--- src/sv/slx_pkg.sv ---
// ----------------------------------------------------------------------------
// slx_pkg - shared types and helpers for the source text lexer
// Token kinds, lexer state, character classes and keyword lookup.
// ----------------------------------------------------------------------------
package slx_pkg;

	// Token queue geometry
	localparam int TokqDepth = 4;
	localparam int PtrW      = $clog2(TokqDepth);
	localparam int CntW      = $clog2(TokqDepth + 1);

	// Character constants
	localparam logic [7:0] ChHash  = 8'h23;
	localparam logic [7:0] ChEq    = 8'h3D;
	localparam logic [7:0] ChLf    = 8'h0A;
	localparam logic [7:0] ChCr    = 8'h0D;
	localparam logic [7:0] ChZero  = 8'h30;
	localparam logic [7:0] ChLowF  = 8'h66;
	localparam logic [7:0] ChLowN  = 8'h6E;
	localparam logic [7:0] ChLowI  = 8'h69;
	localparam logic [7:0] ChLowR  = 8'h72;
	localparam logic [7:0] ChLowE  = 8'h65;
	localparam logic [7:0] ChLowT  = 8'h74;
	localparam logic [7:0] ChLowV  = 8'h76;
	localparam logic [7:0] ChLowA  = 8'h61;

	typedef enum logic [4:0] {
		KIND_EOF    = 5'd0,
		KIND_SEMI   = 5'd1,
		KIND_COMMA  = 5'd2,
		KIND_LBRACE = 5'd3,
		KIND_RBRACE = 5'd4,
		KIND_LPAREN = 5'd5,
		KIND_RPAREN = 5'd6,
		KIND_FN     = 5'd7,
		KIND_RET    = 5'd8,
		KIND_VAR    = 5'd9,
		KIND_COLON  = 5'd10,
		KIND_ASSIGN = 5'd11,
		KIND_EQUAL  = 5'd12,
		KIND_MUL    = 5'd13,
		KIND_DIV    = 5'd14,
		KIND_ADD    = 5'd15,
		KIND_SUB    = 5'd16,
		KIND_IF     = 5'd17,
		KIND_IDENT  = 5'd18,
		KIND_INT    = 5'd19,
		KIND_ERROR  = 5'd20
	} token_kind_t;

	typedef enum logic [5:0] {
		M_IDLE    = 6'b000001,
		M_IDENT   = 6'b000010,
		M_NUM     = 6'b000100,
		M_COMMENT = 6'b001000,
		M_EQ      = 6'b010000,
		M_HALT    = 6'b100000
	} lex_mode_t;

	typedef struct packed {
		token_kind_t kind;
		logic [31:0] value;
		logic [31:0] start;
		logic [15:0] len;
		logic [7:0]  bad;
		logic        last;
	} token_t;

	typedef struct packed {
		lex_mode_t       mode;
		logic [2:0][7:0] first_chars;
		logic [15:0]     run_len;
		logic [31:0]     accum;
		logic [31:0]     pos;
		logic [31:0]     start;
	} lex_state_t;

	// Results of one step: count, then tokens in delivery order
	typedef struct packed {
		logic [1:0]        n;
		logic [1:0][$bits(token_t)-1:0] tok;
	} step_res_t;

	function automatic logic is_alpha(logic [7:0] c);
		return (c >= 8'h61 && c <= 8'h7A) || (c >= 8'h41 && c <= 8'h5A);
	endfunction

	function automatic logic is_digit(logic [7:0] c);
		return c >= 8'h30 && c <= 8'h39;
	endfunction

	function automatic logic is_space(logic [7:0] c);
		return c == 8'h20 || (c >= 8'h09 && c <= 8'h0D);
	endfunction

	// Single-character punctuation, error for anything unknown
	function automatic token_kind_t punct_kind(logic [7:0] c);
		token_kind_t k;
		case (c)
			8'h3B:   k = KIND_SEMI;
			8'h2C:   k = KIND_COMMA;
			8'h7B:   k = KIND_LBRACE;
			8'h7D:   k = KIND_RBRACE;
			8'h28:   k = KIND_LPAREN;
			8'h29:   k = KIND_RPAREN;
			8'h3A:   k = KIND_COLON;
			8'h2A:   k = KIND_MUL;
			8'h2F:   k = KIND_DIV;
			8'h2B:   k = KIND_ADD;
			8'h2D:   k = KIND_SUB;
			default: k = KIND_ERROR;
		endcase
		return k;
	endfunction

	// Keyword match from the first three characters and the length
	function automatic token_kind_t kw_kind(logic [2:0][7:0] fc, logic [15:0] len);
		token_kind_t k;
		k = KIND_IDENT;
		if (len == 16'd2 && fc[0] == ChLowF && fc[1] == ChLowN)
			k = KIND_FN;
		else if (len == 16'd2 && fc[0] == ChLowI && fc[1] == ChLowF)
			k = KIND_IF;
		else if (len == 16'd3 && fc[0] == ChLowR && fc[1] == ChLowE && fc[2] == ChLowT)
			k = KIND_RET;
		else if (len == 16'd3 && fc[0] == ChLowV && fc[1] == ChLowA && fc[2] == ChLowR)
			k = KIND_VAR;
		return k;
	endfunction

endpackage

--- src/sv/slx_step.sv ---
// ----------------------------------------------------------------------------
// slx_step - one lexer step
// Combinational next state and up to two tokens for one source byte.
// ----------------------------------------------------------------------------
module slx_step (
	input  slx_pkg::lex_state_t st,
	input  logic [7:0]          ch,
	input  logic                eof,
	output slx_pkg::lex_state_t nxt,
	output slx_pkg::step_res_t  res
);

	slx_pkg::token_t close_tok;
	slx_pkg::token_t idle_tok;
	logic            close_p;
	logic            idle_p;
	logic            do_idle;
	logic            alnum;
	logic [15:0]     len_inc;
	logic [31:0]     accum_x10;
	slx_pkg::token_kind_t pk;

	assign alnum     = slx_pkg::is_alpha(ch) || slx_pkg::is_digit(ch);
	assign len_inc   = (st.run_len == 16'hFFFF) ? st.run_len : st.run_len + 16'd1;
	assign accum_x10 = {st.accum[28:0], 3'b000} + {st.accum[30:0], 1'b0};
	assign pk        = slx_pkg::punct_kind(ch);

	// Pending token handling by mode
	always_comb begin
		nxt       = st;
		close_p   = 1'b0;
		close_tok = '0;
		do_idle   = 1'b0;
		unique case (st.mode)
			slx_pkg::M_IDENT: begin
				if (!eof && alnum) begin
					if (st.run_len < 16'd3)
						nxt.first_chars[st.run_len[1:0]] = ch;
					nxt.run_len = len_inc;
				end else begin
					close_p        = 1'b1;
					close_tok.kind = slx_pkg::kw_kind(st.first_chars, st.run_len);
					close_tok.start = st.start;
					close_tok.len  = st.run_len;
					do_idle        = 1'b1;
				end
			end
			slx_pkg::M_NUM: begin
				if (!eof && slx_pkg::is_digit(ch)) begin
					nxt.accum   = accum_x10 + {24'd0, ch - slx_pkg::ChZero};
					nxt.run_len = len_inc;
				end else begin
					close_p         = 1'b1;
					close_tok.kind  = slx_pkg::KIND_INT;
					close_tok.value = st.accum;
					close_tok.start = st.start;
					close_tok.len   = st.run_len;
					do_idle         = 1'b1;
				end
			end
			slx_pkg::M_COMMENT: begin
				if (eof)
					do_idle = 1'b1;
				else if (ch == slx_pkg::ChLf || ch == slx_pkg::ChCr)
					nxt.mode = slx_pkg::M_IDLE;
			end
			slx_pkg::M_EQ: begin
				close_p         = 1'b1;
				close_tok.start = st.start;
				if (!eof && ch == slx_pkg::ChEq) begin
					close_tok.kind = slx_pkg::KIND_EQUAL;
					close_tok.len  = 16'd2;
					nxt.mode       = slx_pkg::M_IDLE;
				end else begin
					close_tok.kind = slx_pkg::KIND_ASSIGN;
					close_tok.len  = 16'd1;
					do_idle        = 1'b1;
				end
			end
			slx_pkg::M_IDLE: do_idle = 1'b1;
			slx_pkg::M_HALT: ;
			default: ;
		endcase

		// Start a new token or emit a single-byte one
		idle_p   = 1'b0;
		idle_tok = '0;
		if (do_idle) begin
			nxt.mode       = slx_pkg::M_IDLE;
			idle_tok.start = st.pos;
			if (eof) begin
				idle_p        = 1'b1;
				idle_tok.kind = slx_pkg::KIND_EOF;
			end else if (slx_pkg::is_space(ch)) begin
				idle_p = 1'b0;
			end else if (slx_pkg::is_alpha(ch)) begin
				nxt.mode        = slx_pkg::M_IDENT;
				nxt.first_chars = {8'h00, 8'h00, ch};
				nxt.run_len     = 16'd1;
				nxt.start       = st.pos;
			end else if (slx_pkg::is_digit(ch)) begin
				nxt.mode    = slx_pkg::M_NUM;
				nxt.accum   = {24'd0, ch - slx_pkg::ChZero};
				nxt.run_len = 16'd1;
				nxt.start   = st.pos;
			end else if (ch == slx_pkg::ChHash) begin
				nxt.mode = slx_pkg::M_COMMENT;
			end else if (ch == slx_pkg::ChEq) begin
				nxt.mode  = slx_pkg::M_EQ;
				nxt.start = st.pos;
			end else begin
				idle_p        = 1'b1;
				idle_tok.kind = pk;
				idle_tok.len  = 16'd1;
				if (pk == slx_pkg::KIND_ERROR) begin
					idle_tok.bad = ch;
					nxt.mode     = slx_pkg::M_HALT;
				end
			end
		end

		// Advance the stream offset on every byte while running
		if (!eof && st.mode != slx_pkg::M_HALT)
			nxt.pos = st.pos + 32'd1;
	end

	// Pack tokens in order and mark the final one
	always_comb begin
		slx_pkg::token_t t0;
		slx_pkg::token_t t1;
		t0      = close_p ? close_tok : idle_tok;
		t1      = idle_tok;
		t0.last = !(close_p && idle_p);
		t1.last = 1'b1;
		res.n   = {1'b0, close_p} + {1'b0, idle_p};
		res.tok = {t1, t0};
	end

endmodule

--- src/sv/slx_tokq.sv ---
// ----------------------------------------------------------------------------
// slx_tokq - token result queue
// Takes up to two tokens per cycle while it has room and delivers one per cycle on each pop.
// ----------------------------------------------------------------------------
module slx_tokq (
	input  logic                      clk,
	input  logic                      arst_n,
	input  logic [1:0]                push_n,
	input  slx_pkg::step_res_t        push_res,
	input  logic                      pop,
	output logic                      room,
	output logic                      not_empty,
	output slx_pkg::token_t           head_tok
);

	slx_pkg::token_t                    slot_q [slx_pkg::TokqDepth];
	logic [slx_pkg::PtrW-1:0]           head_q;
	logic [slx_pkg::PtrW-1:0]           tail_q;
	logic [slx_pkg::CntW-1:0]           count_q;

	assign room      = count_q <= slx_pkg::CntW'(slx_pkg::TokqDepth - 2);
	assign not_empty = count_q != '0;
	assign head_tok  = slot_q[head_q];

	// Write incoming tokens at the tail
	always_ff @(posedge clk) begin
		if (push_n != 2'd0)
			slot_q[tail_q] <= slx_pkg::token_t'(push_res.tok[0]);
		if (push_n == 2'd2)
			slot_q[tail_q + slx_pkg::PtrW'(1)] <= slx_pkg::token_t'(push_res.tok[1]);
	end

	// Advance pointers and occupancy
	always_ff @(posedge clk or negedge arst_n) begin
		if (!arst_n) begin
			head_q  <= '0;
			tail_q  <= '0;
			count_q <= '0;
		end else begin
			tail_q  <= tail_q + slx_pkg::PtrW'(push_n);
			if (pop)
				head_q <= head_q + slx_pkg::PtrW'(1);
			count_q <= count_q + slx_pkg::CntW'(push_n) - slx_pkg::CntW'(pop);
		end
	end

	a_count_bound: assert property (@(posedge clk) disable iff (!arst_n)
		count_q <= slx_pkg::CntW'(slx_pkg::TokqDepth))
		else $error("token queue occupancy above depth");

	a_push_room: assert property (@(posedge clk) disable iff (!arst_n)
		push_n != 2'd0 |-> room && push_n != 2'd3)
		else $error("token queue push without room");

	a_pop_nonempty: assert property (@(posedge clk) disable iff (!arst_n)
		pop |-> not_empty)
		else $error("token queue pop while empty");

endmodule

--- src/sv/source_text_lexer.sv ---
// ----------------------------------------------------------------------------
// source_text_lexer - byte-stream tokenizer with keywords
// One source byte per item in, tokens out.
// ----------------------------------------------------------------------------
// Usage:
//   src channel carries ch and end_of_input; an item is taken when src_valid
//   is high and src_stall is low. tok channel carries one token per item with
//   last marking the final token caused by a source item.
//   A byte is registered on arrival and lexed once the queue has room; its
//   tokens land in a four-entry queue, whose head shows the first token.
//   Throughput is one byte per cycle while src_stall is low; the single
//   output port of the token queue sets the sustained rate at one token per
//   cycle while tok_stall is low, so a byte with two tokens uses two slots.
//   When tok_stall is held the queue fills and src_stall rises once fewer
//   than two queue entries are free; nothing is dropped.
//   Reset clears the lexer to idle at stream offset zero and empties the
//   queue. After an error token the lexer drops every byte until reset.
// ----------------------------------------------------------------------------
module source_text_lexer (
	input  logic               clk,
	input  logic               arst_n,
	input  logic               src_valid,
	output logic               src_stall,
	input  logic [7:0]         ch,
	input  logic               end_of_input,
	output logic               tok_valid,
	input  logic               tok_stall,
	output logic [4:0]         token_kind,
	output logic signed [31:0] int_value,
	output logic [31:0]        token_start,
	output logic [15:0]        token_length,
	output logic [7:0]         bad_char,
	output logic               last
);

	logic                valid_s1;
	logic [7:0]          ch_s1;
	logic                eof_s1;
	slx_pkg::lex_state_t state_q;
	slx_pkg::lex_state_t state_nxt;
	slx_pkg::step_res_t  res;
	slx_pkg::token_t     head_tok;
	logic                room;
	logic                adv;
	logic                take;
	logic [1:0]          push_n;

	assign adv       = valid_s1 && room;
	assign src_stall = valid_s1 && !room;
	assign take      = src_valid && !src_stall;
	assign push_n    = adv ? res.n : 2'd0;

	// Hold the accepted byte for the lexer step
	always_ff @(posedge clk or negedge arst_n) begin
		if (!arst_n) begin
			valid_s1 <= 1'b0;
		end else if (take) begin
			valid_s1 <= 1'b1;
		end else if (adv) begin
			valid_s1 <= 1'b0;
		end
	end

	always_ff @(posedge clk) begin
		if (take) begin
			ch_s1  <= ch;
			eof_s1 <= end_of_input;
		end
	end

	// Lexer state advances with each processed byte
	always_ff @(posedge clk or negedge arst_n) begin
		if (!arst_n) begin
			state_q <= '{mode: slx_pkg::M_IDLE, first_chars: '0, run_len: 16'd0,
				accum: 32'd0, pos: 32'd0, start: 32'd0};
		end else if (adv) begin
			state_q <= state_nxt;
		end
	end

	slx_step u_step (
		.st  (state_q),
		.ch  (ch_s1),
		.eof (eof_s1),
		.nxt (state_nxt),
		.res (res)
	);

	slx_tokq u_tokq (
		.clk       (clk),
		.arst_n    (arst_n),
		.push_n    (push_n),
		.push_res  (res),
		.pop       (tok_valid && !tok_stall),
		.room      (room),
		.not_empty (tok_valid),
		.head_tok  (head_tok)
	);

	assign token_kind   = head_tok.kind;
	assign int_value    = head_tok.value;
	assign token_start  = head_tok.start;
	assign token_length = head_tok.len;
	assign bad_char     = head_tok.bad;
	assign last         = head_tok.last;

	a_halt_sticky: assert property (@(posedge clk) disable iff (!arst_n)
		state_q.mode == slx_pkg::M_HALT |=> state_q.mode == slx_pkg::M_HALT)
		else $error("lexer left halt without reset");

	a_halt_silent: assert property (@(posedge clk) disable iff (!arst_n)
		state_q.mode == slx_pkg::M_HALT |-> push_n == 2'd0)
		else $error("halted lexer produced a token");

	a_pos_step: assert property (@(posedge clk) disable iff (!arst_n)
		state_q.pos != $past(state_q.pos) |-> state_q.pos == $past(state_q.pos) + 32'd1)
		else $error("stream offset jumped");

endmodule

--- config.mk ---
export PLATFORM = sky130hd
export DESIGN_NAME = source_text_lexer
export DESIGN_NICKNAME = d
export VERILOG_FILES = /design/src/sv/slx_pkg.sv /design/src/sv/slx_step.sv /design/src/sv/slx_tokq.sv /design/src/sv/source_text_lexer.sv
export SDC_FILE = /design/constraint.sdc
export NUM_CORES = 1
export LEC_CHECK = 0
export CAP_MARGIN = 20
export CORE_ASPECT_RATIO = 1.25
export CORE_MARGIN = 10
export CORE_UTILIZATION = 60
export CTS_CLUSTER_DIAMETER = 100
export DETAILED_ROUTE_END_ITERATION = 8
export DONT_BUFFER_PORTS = 1
export PLACE_DENSITY = 0.79
export SETUP_SLACK_MARGIN = 0.05
export SLEW_MARGIN = 20
export SYNTH_ARGS = -nofsm -noshare
export SYNTH_HDL_FRONTEND = slang
export SYNTH_HIERARCHICAL = 1
export SYNTH_SLANG_ARGS = --single-unit
--- constraint.sdc ---
create_clock -name clk -period 12.6 [get_ports clk]
set_input_delay 1.26 -clock clk [delete_from_list [all_inputs] [get_ports clk]]
set_output_delay 1.26 -clock clk [all_outputs]
set_load 0.05 [all_outputs]
==> Flow_metrics.wiki <==
{| class="wikitable"
! Metric !! Value
|-
| Buffers and inverters on the worst path || 2
|-
| Number of hold-slack violations in the final timing report || 0
|-
| Routed via count divided by cell count || between 6 and 7
|-
| #FFs+latches synth || around 540
|-
| Kind of cell adding the most delay to the critical path || simple AND/OR/NAND/NOR gates
|-
| Final #Nets || 2290
|-
| Largest area contributor in the netlist || edfxtp_1
|-
| Gate count of the mapped netlist || about 2300
|-
| Critical path arrival || between 7 and 8 ns
|-
| PwrDens || 135 nW/µm²
|-
| Crit Path Class || reg2reg
|-
| Async SR Flop Fraction || 28.0%
|-
| Clock-pin slew reported for the worst setup and hold paths after clock tree synthesis || about 0.07 ns
|-
| Setup TNS || 0 ns
|-
| Post-DP HPWL || around 43000 µm
|-
| Port Buffers || 0
|-
| Horizontal die dimension || approximately 220 µm
|-
| Setup fix buffers added after clock tree synthesis || 0
|-
| DRT antenna net count || 0
|-
| Post-synth top area share || 36.8%
|-
| Total clock buffers created by CTS || 53
|-
| CTS H-tree lvls || 2
|-
| Delay contributed by the slowest stage of the critical path || between 0.9 and 1 ns
|-
| Count of maximum capacitance violations || 0
|-
| First-pass GRT wire length || between 100000 and 150000 µm
|-
| Yosys synthesis warning count || 6
|-
| Fmax || 149 MHz
|-
| Core Footprint || between 50000 and 60000 µm²
|-
| Headroom to the max-slew limit || about a quarter
|-
| Worst IR drop on VDD || between 100 and 150 µV
|-
| Critical-path cell list || nor2_1 > o21ai_0 > o31a_2 > or2_4 > a21oi_4 > nand2_2 > o21a_1 > ha_1 > and3_1 > nor4bb_4 > buf_4 > buf_4 > mux2_2
|-
| Number of enable-type register cells in the synthesized netlist || about 390
|-
| Clock Latency Late Sink || roughly 0.60 ns
|-
| Num Clock Sinks || between 500 and 600
|-
| Clock tree root buffer cell || clkbuf_16
|-
| Seq/Total Area, Yosys || around 49%
|-
| Placed Instance Area || about 31000 µm²
|-
| Worst hold path class || in2async
|-
| Antenna violations before repair || 2
|-
| Top library cells by usage in the layout, fill and taps aside || 400 x mux2_2, 385 x edfxtp_1, 147 x dfrtp_1
|-
| Hold buffer count at cts || 0
|-
| Synthesis-to-finish area growth || 5.87%
|-
| Kind of end point of the critical path || register
|-
| Post-route clock period utilization || a little over half
|-
| Largest net degree at the start of global routing || roughly 150
|-
| Mean Syn Cell Area || between 10 and 15 µm²
|-
| Max stage delay cell, worst path || buf_4
|-
| Final setup violating endpoints || 0
|-
| Initial cell density of the core || approximately 61%
|-
| Number of cell rows || 93
|-
| Netlist area before placement || 31400 µm²
|-
| RD Place Congestion || 0.899
|-
| Final max-slew violation count || 0
|-
| Total die area || between 60000 and 70000 µm²
|-
| Worst reg-to-reg setup slack || 5.87 ns
|-
| RSZ-0062 raised after global routing || false
|-
| Final clock skew || approximately 0.015 ns
|-
| Status || complete, no violations
|-
| Layout cell share with drive strength beyond 1 || around 33%
|-
| CTS tree || built
|-
| Inst Count DP || between 2000 and 3000
|-
| Startpoint types || register
|-
| Clock Tree Buf Depth || 3
|-
| Number of DRC violations after detailed-routing iteration 0 || 1681
|-
| Total routed wirelength || roughly 70000 µm
|-
| Least-Margin Pin Slew || between 1 and 1.5 ns
|-
| Via count of the first global-routing pass || 19200
|-
| Height of the die || about 280 µm
|-
| Maximum fanout encountered on the critical timing path || 55
|-
| Required time at the endpoint of the critical path || between 10 and 15 ns
|-
| Drt first pass iters || 5
|-
| Final instance count without filler cells || 2912
|-
| Time the worst path needs with I/O delays and setup || 6.73 ns
|-
| Main area contributors after synthesis || edfxtp_1 37%, mux2_2 14%, dfrtp_1 12%
|-
| Final design area excluding fillers || 33200 µm²
|-
| CP most frequent cell || buf_4
|-
| Gr usage total || a little under a quarter
|-
| I/O pin count || roughly 110
|-
| Cts repair resizes || 0
|-
| Avg WL per Cell || roughly 24 µm
|-
| Total via count after detailed routing || 18500
|-
| DRC violation count after routing || 0
|-
| Total congestion overflow after global routing || 0
|-
| Cell leakage power || around 13 nW
|-
| Most frequent standard cell in the layout excluding fill and tap cells || mux2_2
|-
| Post-synth top flop || edfxtp_1
|-
| Count of different cell masters after synthesis || between 80 and 90
|}
area by class of cell:
| cell class | instances | area (µm²) |
|---|---|---|
| Antenna cell | 2 | 5.00 |
| Clock buffer | 72 | 1480 |
| Clock inverter | 27 | 289 |
| Fill cell | 3699 | 18400 |
| Inverter | 29 | 109 |
| Multi-Input combinational cell | 1552 | 15000 |
| Sequential cell | 535 | 15300 |
| Tap cell | 665 | 832 |
| Timing Repair Buffer | 30 | 225 |
synth_stat cells, types with 14 or more instances:
cell / count
a21o_1: 15
a21oi_1: 71
a31oi_1: 15
and2_1: 85
and3_1: 26
buf_2: 45
buf_4: 67
buf_6: 23
clkbuf_1: 42
dfrtp_1: 149
edfxtp_1: 385
ha_1: 69
inv_1: 28
mux2_1: 71
mux2_2: 400
mux2_4: 120
mux4_2: 94
nand2_1: 119
nand3_1: 34
nand4_1: 18
nor2_1: 69
nor3_1: 25
nor4_1: 14
o21ai_0: 37
xnor2_1: 44
xor2_1: 28
cells by family after synthesis:
logic type | after synthesis | synth area share (%)
buf+inv | 214 | 4.39
simple gates | 456 | 7.70
fa+ha+maj | 76 | 3.20
compound gates | 209 | 4.29
xor+xnor | 72 | 2.01
other cells | 2 | 0.0239
mux | 691 | 29.6
flops | 535 | 48.8
worst paths after layout:
check | from | depth (start not counted) | end
max | ch_s1[6] | 13 | u_tokq/slot_q[2][41]
min | arst_n | 0 | state_q[111]
max reg2reg | ch_s1[6] | 13 | u_tokq/slot_q[2][41]
min reg2reg | state_q[13] | 1 | state_q[13]
max in group asynchronous | arst_n | 0 | state_q[136]
min in group clk | state_q[13] | 1 | state_q[13]
stage by stage:
step                      total power (W)  hold WS, ns  utilization [%]  setup WS [ns]
after floorplan                   0.00279        0.477                -           2.08
after global placement            0.00291        0.503             60.9           6.06
after detailed placement          0.00292        0.513             60.9           5.91
after CTS                         0.00453        0.328             64.3           5.91
after global routing              0.00465        0.320             64.3           5.49
final                             0.00449        0.352             64.3           5.87
where the power goes:
part	switching, W	leakage, nW	internal [W]
combinational	0.000547	7.01	0.000322
clock	0.000683	0.862	0.000929
sequential	0.000109	5.52	0.00190
worst reg2reg max path, cell delays in order, from the launching register on:
cell      delay [ns]
edfxtp_1        0.55
nor2_1          0.63
o21ai_0         0.29
o31a_2          0.59
or2_4           0.35
a21oi_4         0.28
nand2_2         0.52
o21a_1          0.30
ha_1            0.27
and3_1          0.31
nor4bb_4        0.35
buf_4           0.59
buf_4           0.98
mux2_2          0.46
sequential cells by signal, summed over array words and instances (netlist names):
name and count:
state_q 142, u_tokq/head_q 2, valid_s1 1, u_tokq/count_q 3, ch_s1 8, u_tokq/tail_q 2, u_tokq/slot_q 376, eof_s1 1
per-layer routing:
layer  global-route usage, %  share of wire [%]  vias to the layer above
li1                        -                  -                     8386
met1                    28.7                 42                     9438
met2                    38.9                 50                      512
met3                    3.53                5.3                      126
met4                    7.62                3.2                        0
met5                       0                  0                        -
Note: power is estimated with default switching activity, not from simulation.
